===== src/design/goc_pkg.sv =====
`default_nettype none
package goc_pkg;

  // geometry limits
  localparam int MAX_WIDTH  = 1024;
  localparam int MAX_HEIGHT = 1024;
  localparam int COL_W      = $clog2(MAX_WIDTH);
  localparam int ROW_W      = $clog2(MAX_HEIGHT);
  localparam int REG_W      = 11;

  // configuration register indexes
  localparam logic REG_WIDTH  = 1'b0;
  localparam logic REG_HEIGHT = 1'b1;

  localparam logic [REG_W-1:0] WIDTH_RESET  = 11'd640;
  localparam logic [REG_W-1:0] HEIGHT_RESET = 11'd480;
  localparam logic [REG_W-1:0] REG_MIN      = 11'd3;

  // decoupling queue between front and back
  localparam int QDEPTH = 4;
  localparam int QPTR_W = $clog2(QDEPTH);
  localparam int QCNT_W = $clog2(QDEPTH + 1);

  // angle codes
  localparam int ANG_STEPS = 90;
  localparam logic signed [7:0] ANG_NONE = 8'sd100;
  localparam logic signed [7:0] ANG_FLAT = -8'sd90;
  localparam logic [8:0] ANG_OFFSET = 9'd90;
  localparam logic [2:0] BIN_NONE = 3'd6;

  // one interior pixel handed from front to back
  typedef struct packed {
    logic [ROW_W-1:0]  row;
    logic [COL_W-1:0]  col;
    logic signed [8:0] dx;
    logic signed [8:0] dy;
    logic              last;
  } goc_item_t;

  typedef enum logic [2:0] {
    S_IDLE,
    S_SQR,
    S_SUM,
    S_MAGA,
    S_MAGB,
    S_ANG,
    S_DONE
  } goc_back_state_t;

  // sine of (j + 0.5) degrees, unsigned Q54
  typedef logic [53:0] goc_sin_tab_t [0:ANG_STEPS-1];

  localparam logic [63:0] PI_Q62   = 64'hC90FDAA22168C235;
  localparam logic [63:0] STEP_Q62 = PI_Q62 / 360;

  function automatic logic [63:0] goc_mul_q62(input logic [63:0] a, input logic [63:0] b);
    logic [127:0] p;
    p = 128'(a) * 128'(b);
    return p[125:62];
  endfunction

  function automatic goc_sin_tab_t goc_build_sin();
    goc_sin_tab_t tab;
    logic [63:0]  x;
    logic [63:0]  x2;
    logic [63:0]  term;
    logic [63:0]  sum;
    for (int j = 0; j < ANG_STEPS; j++) begin
      x    = STEP_Q62 * 64'(2 * j + 1);
      x2   = goc_mul_q62(x, x);
      term = x;
      sum  = x;
      for (int k = 1; k <= 15; k++) begin
        term = goc_mul_q62(term, x2) / 64'((2 * k) * (2 * k + 1));
        if ((k % 2) == 1) sum = sum - term;
        else sum = sum + term;
      end
      tab[j] = sum[61:8];
    end
    return tab;
  endfunction

  localparam goc_sin_tab_t SIN_Q54 = goc_build_sin();

  // saturate a register write into 3..hi
  function automatic logic [REG_W-1:0] goc_clamp(input logic [REG_W-1:0] v,
                                                 input logic [REG_W-1:0] hi);
    logic [REG_W-1:0] x;
    x = v;
    if (x < REG_MIN) x = REG_MIN;
    if (x > hi) x = hi;
    return x;
  endfunction

endpackage
`default_nettype wire


===== src/design/goc_queue.sv =====
`default_nettype none
module goc_queue import goc_pkg::*; (
  input  wire logic      clk,
  input  wire logic      rst,
  input  wire logic      wr,
  input  wire goc_item_t wr_item,
  input  wire logic      rd,
  output goc_item_t      rd_item,
  output logic           q_full,
  output logic           q_empty
);

  goc_item_t          slots [0:QDEPTH-1];
  logic [QPTR_W-1:0]  wr_ptr;
  logic [QPTR_W-1:0]  rd_ptr;
  logic [QCNT_W-1:0]  count;

  assign q_full  = (count == QCNT_W'(QDEPTH));
  assign q_empty = (count == '0);
  assign rd_item = slots[rd_ptr];

  // storage
  always_ff @(posedge clk) begin
    if (wr) slots[wr_ptr] <= wr_item;
  end

  // pointers and fill level
  always_ff @(posedge clk) begin
    if (rst) begin
      wr_ptr <= '0;
      rd_ptr <= '0;
      count  <= '0;
    end else begin
      if (wr) wr_ptr <= wr_ptr + 1'b1;
      if (rd) rd_ptr <= rd_ptr + 1'b1;
      if (wr && !rd) count <= count + 1'b1;
      else if (rd && !wr) count <= count - 1'b1;
    end
  end

  a_no_overflow: assert property (@(posedge clk) disable iff (rst) wr |-> !q_full)
    else $error("queue written while full");
  a_no_underflow: assert property (@(posedge clk) disable iff (rst) rd |-> !q_empty)
    else $error("queue read while empty");
  a_count_up: assert property (@(posedge clk) disable iff (rst)
      (wr && !rd) |=> count == $past(count) + 1'b1)
    else $error("queue level did not follow a write");
  a_bounded: assert property (@(posedge clk) count <= QCNT_W'(QDEPTH))
    else $error("queue level out of range");

endmodule
`default_nettype wire


===== config.mk =====
export PLATFORM = sky130hd
export DESIGN_NAME = goc_queue
export DESIGN_NICKNAME = d
export VERILOG_FILES = /design/src/design/goc_pkg.sv /design/src/design/goc_queue.sv
export SDC_FILE = /design/constraint.sdc
export NUM_CORES = 1
export LEC_CHECK = 0
export ABC_AREA = 1
export BUFFER_PORTS_ARGS = -buffer_cell sky130_fd_sc_hd__buf_2
export CAP_MARGIN = 10
export CORE_MARGIN = 2
export CORE_UTILIZATION = 57
export DETAILED_ROUTE_END_ITERATION = 16
export GPL_TIMING_DRIVEN = 0
export PLACE_DENSITY = 0.82
export SLEW_MARGIN = 10
export SYNTH_ARGS = -nofsm -noshare
export SYNTH_HDL_FRONTEND = slang
export SYNTH_SLANG_ARGS = --single-unit

===== constraint.sdc =====
create_clock -name clk -period 2.05 [get_ports clk]
set_clock_uncertainty 0.1 [all_clocks]
set_input_delay 0.1025 -clock clk [delete_from_list [all_inputs] [get_ports clk]]
set_output_delay 0.1025 -clock clk [all_outputs]
set_load 0.01 [all_outputs]

==> metrics.yaml <==
synth:
  syn-instance-count: 436
  synthesized_area_fraction_occupied_by_and_or_nand_nor_cells_pct: 5.94
  synth_nets: 485
  synth_mux_area_share_pct: 0
  post_synth_instance_area_mm2: 0.00623
  synthAdderAreaFrac_pct: 1.33
  ys_ff_latch: 165
  synth_seq_area_share_pct: 78.1
  count_of_flip_flops_with_a_built_in_enable_after_synthesis: 156
  synth-async-reset-ratio_pct: 0
  synth_warnings: 0
  postSynth.topFlopCell: "edfxtp_1"
  avgSynthCellArea_um2: 14.3
  synth-compound-area-share_pct: 10.8
  synth_xor_xnor_area_share_pct: 0.141
  ys_types: 23
  largest_family_of_logic_cells_by_synthesized_area: "compound AO/OA/AOI/OAI gates"
sta:
  fin_worst_hold_slack_ns: 0.222
  max_slew.worst_pin.slew_ns: 0.518
  grt_setup_unrepaired: "yes"
  finalWorstPathRequiredPeriod_ns: 1.97
  fmax_ghz: 0.508
  slew-limit-headroom_pct: 65.4
  timing_hold_violations_final: 0
  timing.final.crit_share_pct: 96.1
  timing.final.max_slew_violations: 0
  final-setup-viol-count: 0
layout:
  final.fill_count: 659
  stdcell_count: 738
  final_design_area_no_fill_mm2: 0.00798
  multiInputGateArea_mm2: 0.00115
  seq_area_mm2: 0.00487
  antennaDiodeCount: 0
  final_net_count: 634
  areaGrowthSynthToFinish_pct: 28.1
  fraction_of_layout_cells_with_a_size_suffix_above_1_pct: 24.9
place:
  dp.final_hpwl_mm: 7.79
  place_area_mm2: 0.00692
  place_inst: 663
  finalWeightedCongestion: 0.759
  io_buffers: 83
detailed_routing:
  detailroute.via_count: 4211
  drt_drc_violations_left: 0
  drt_iter0_markers: 407
  antenna_left: 0
  wirelength_mm: 13.8
  drt_pre_antenna_iters: 6
  wl_per_cell_um: 18.7
  via_density_per_instance: 5.71
critical_path:
  timing.setup.critical_path_class: "reg -> out"
  arrival_time_reported_for_the_critical_path_endpoint_ns: 1.77
  critical_path_required_ns: 1.85
  timing.critical_path.fanout_max: 10
  worst_setup_path_start_kind: "flop"
  critical_path.endpoint_type: "output port"
cts:
  clock_tree.htree_level_count: 4
  clock_buffers_created_by_tritoncts: 17
  clock_path_buffers: 2
  cts_tree: "done"
  cts_sinks: 165
  post_cts.repair.setup_buffers: 0
  worst_skew_pair.late_latency_ns: 0.53
  cts.clk_slew.worst_paths_ns: 0.06
  cts_root_buffer: "clkbuf_8"
hold_path:
  timing.hold.worst.class: "in -> reg"
floorplan:
  start_util_pct: 58.0
  placeableCoreArea_mm2: 0.0107
  core_rows: 38
  die_y_um: 109
  die_x_um: 109
  ios: 84
  die_area_mm2: 0.0118
power_and_ir_drop:
  powerDensity_mw_per_mm2: 989
  cellLeakagePower_nw: 2.95
  peakVddDrop_uv: 829
global_routing:
  number_of_global_route_vias_before_repair: 4198
  grt_start_max_net_pins: 26
  grt_pass1_wl_mm: 20.9
  gr-usage-all-layers_pct: 24.8
  grt_remaining_overflow: 0
  grt_antenna_before_repair: 0
status:
  outcome: "finished clean"
flow_run:
  max_cap_viol_count: 0
[per-layer routing]
metal  GRT usage (%)  vias up  part of all wire, %
li1                -     1923                    -
met5               0        -                    0
met2            42.3      212                   52
met4            10.6        0                  2.1
met1            29.3     2041                   39
met3            7.35       35                  7.7
[through the flow]
step                utilization (%)  total power [mW]  setup slack, ns  setup TNS (ns)
finish                         74.3              7.89           0.0809               0
global route                   74.3              8.16          -0.0330         -0.0330
CTS                            74.1              7.91           0.0106               0
detailed placement             64.4              4.69            0.335               0
global placement               63.5              4.64           -0.354          -49.14
floorplan                         -              4.35            0.201               0
[worst max-delay path: stages, from the launching register on]
cell and delay, ns:
dfxtp_1 0.30, buf_6 0.13, inv_4 0.07, buf_2 0.25, nor2_1 0.07, o22ai_1 0.24
buf_2 0.18
[final timing paths]
path | start | end | slack, ns | cells after the start
max | flop | rd_item[4] | 0.08 | 6
min | wr_item[37] | slots[2][37] | 0.22 | 2
max reg2reg | wr_ptr[0] | slots[0][17] | 0.33 | 5
min reg2reg | rd_ptr[1] | flop | 0.42 | 1
[area by class of cell]
cell class                      count  share of cell area, %
Sequential cell                   165                   61.0
Clock buffer                       22                   5.55
Timing Repair Buffer              130                   11.8
Clock inverter                     10                   1.94
Tap cell                          140                   2.19
Multi-Input combinational cell    229                   14.5
Buffer                             25                   2.27
Inverter                           17                  0.831
[layout by cell type, fill, tap and decap left out, types with 7 or more instances in the layout]
cell type      count
buf_2             89
clkbuf_16         16
clkbuf_2           7
dfxtp_1            8
dlygate4sd3_1     43
edfxtp_1         156
inv_1             11
nand2_1            9
nor2_1            84
o21ai_0           81
o22ai_1           36
[report_power, final]
group	internal [mW]	total (mW)	switching, mW
clock network	2.00	3.18	1.18
logic	0.329	0.823	0.494
registers	3.85	3.89	0.0466
[repair_timing]
item / CTS / global route
endpoints found under the setup margin: 8 / 13
cloned: 0 / 0
hold buffers: 43 / 0
hold endpoints to repair: 165 / 0
resized for setup: 6 / 7
pin swaps: 0 / 0
[cell families (layout without fill, tap and decap cells)]
group,after synthesis,after routing
XOR/XNOR,1,1
buffers and inverters,42,204
flip-flops,165,165
AO/OA/AOI/OAI,125,125
AND/OR/NAND/NOR,97,97
adder cells (fa/ha/maj),6,6
[sequential cells by signal, indices dropped and copies added (netlist names), named ones only]
signal / cells
slots: 156
rd_ptr: 2
count: 3
wr_ptr: 2
[cells in the mapped netlist (all sizes together) (2+ instances only)]
master | count | share of area (%)
nand2 | 9 | 0.54
edfxtp | 156 | 75
ha | 5 | 1.0
nor2 | 84 | 5.1
clkbuf | 9 | 0.72
nor3 | 2 | 0.16
dfxtp | 9 | 2.9
inv | 17 | 1.1
o22ai | 39 | 3.9
o21ai | 83 | 6.7
a21oi | 3 | 0.24
buf | 16 | 1.9
No activity file was read; power rests on OpenSTA's default activity.
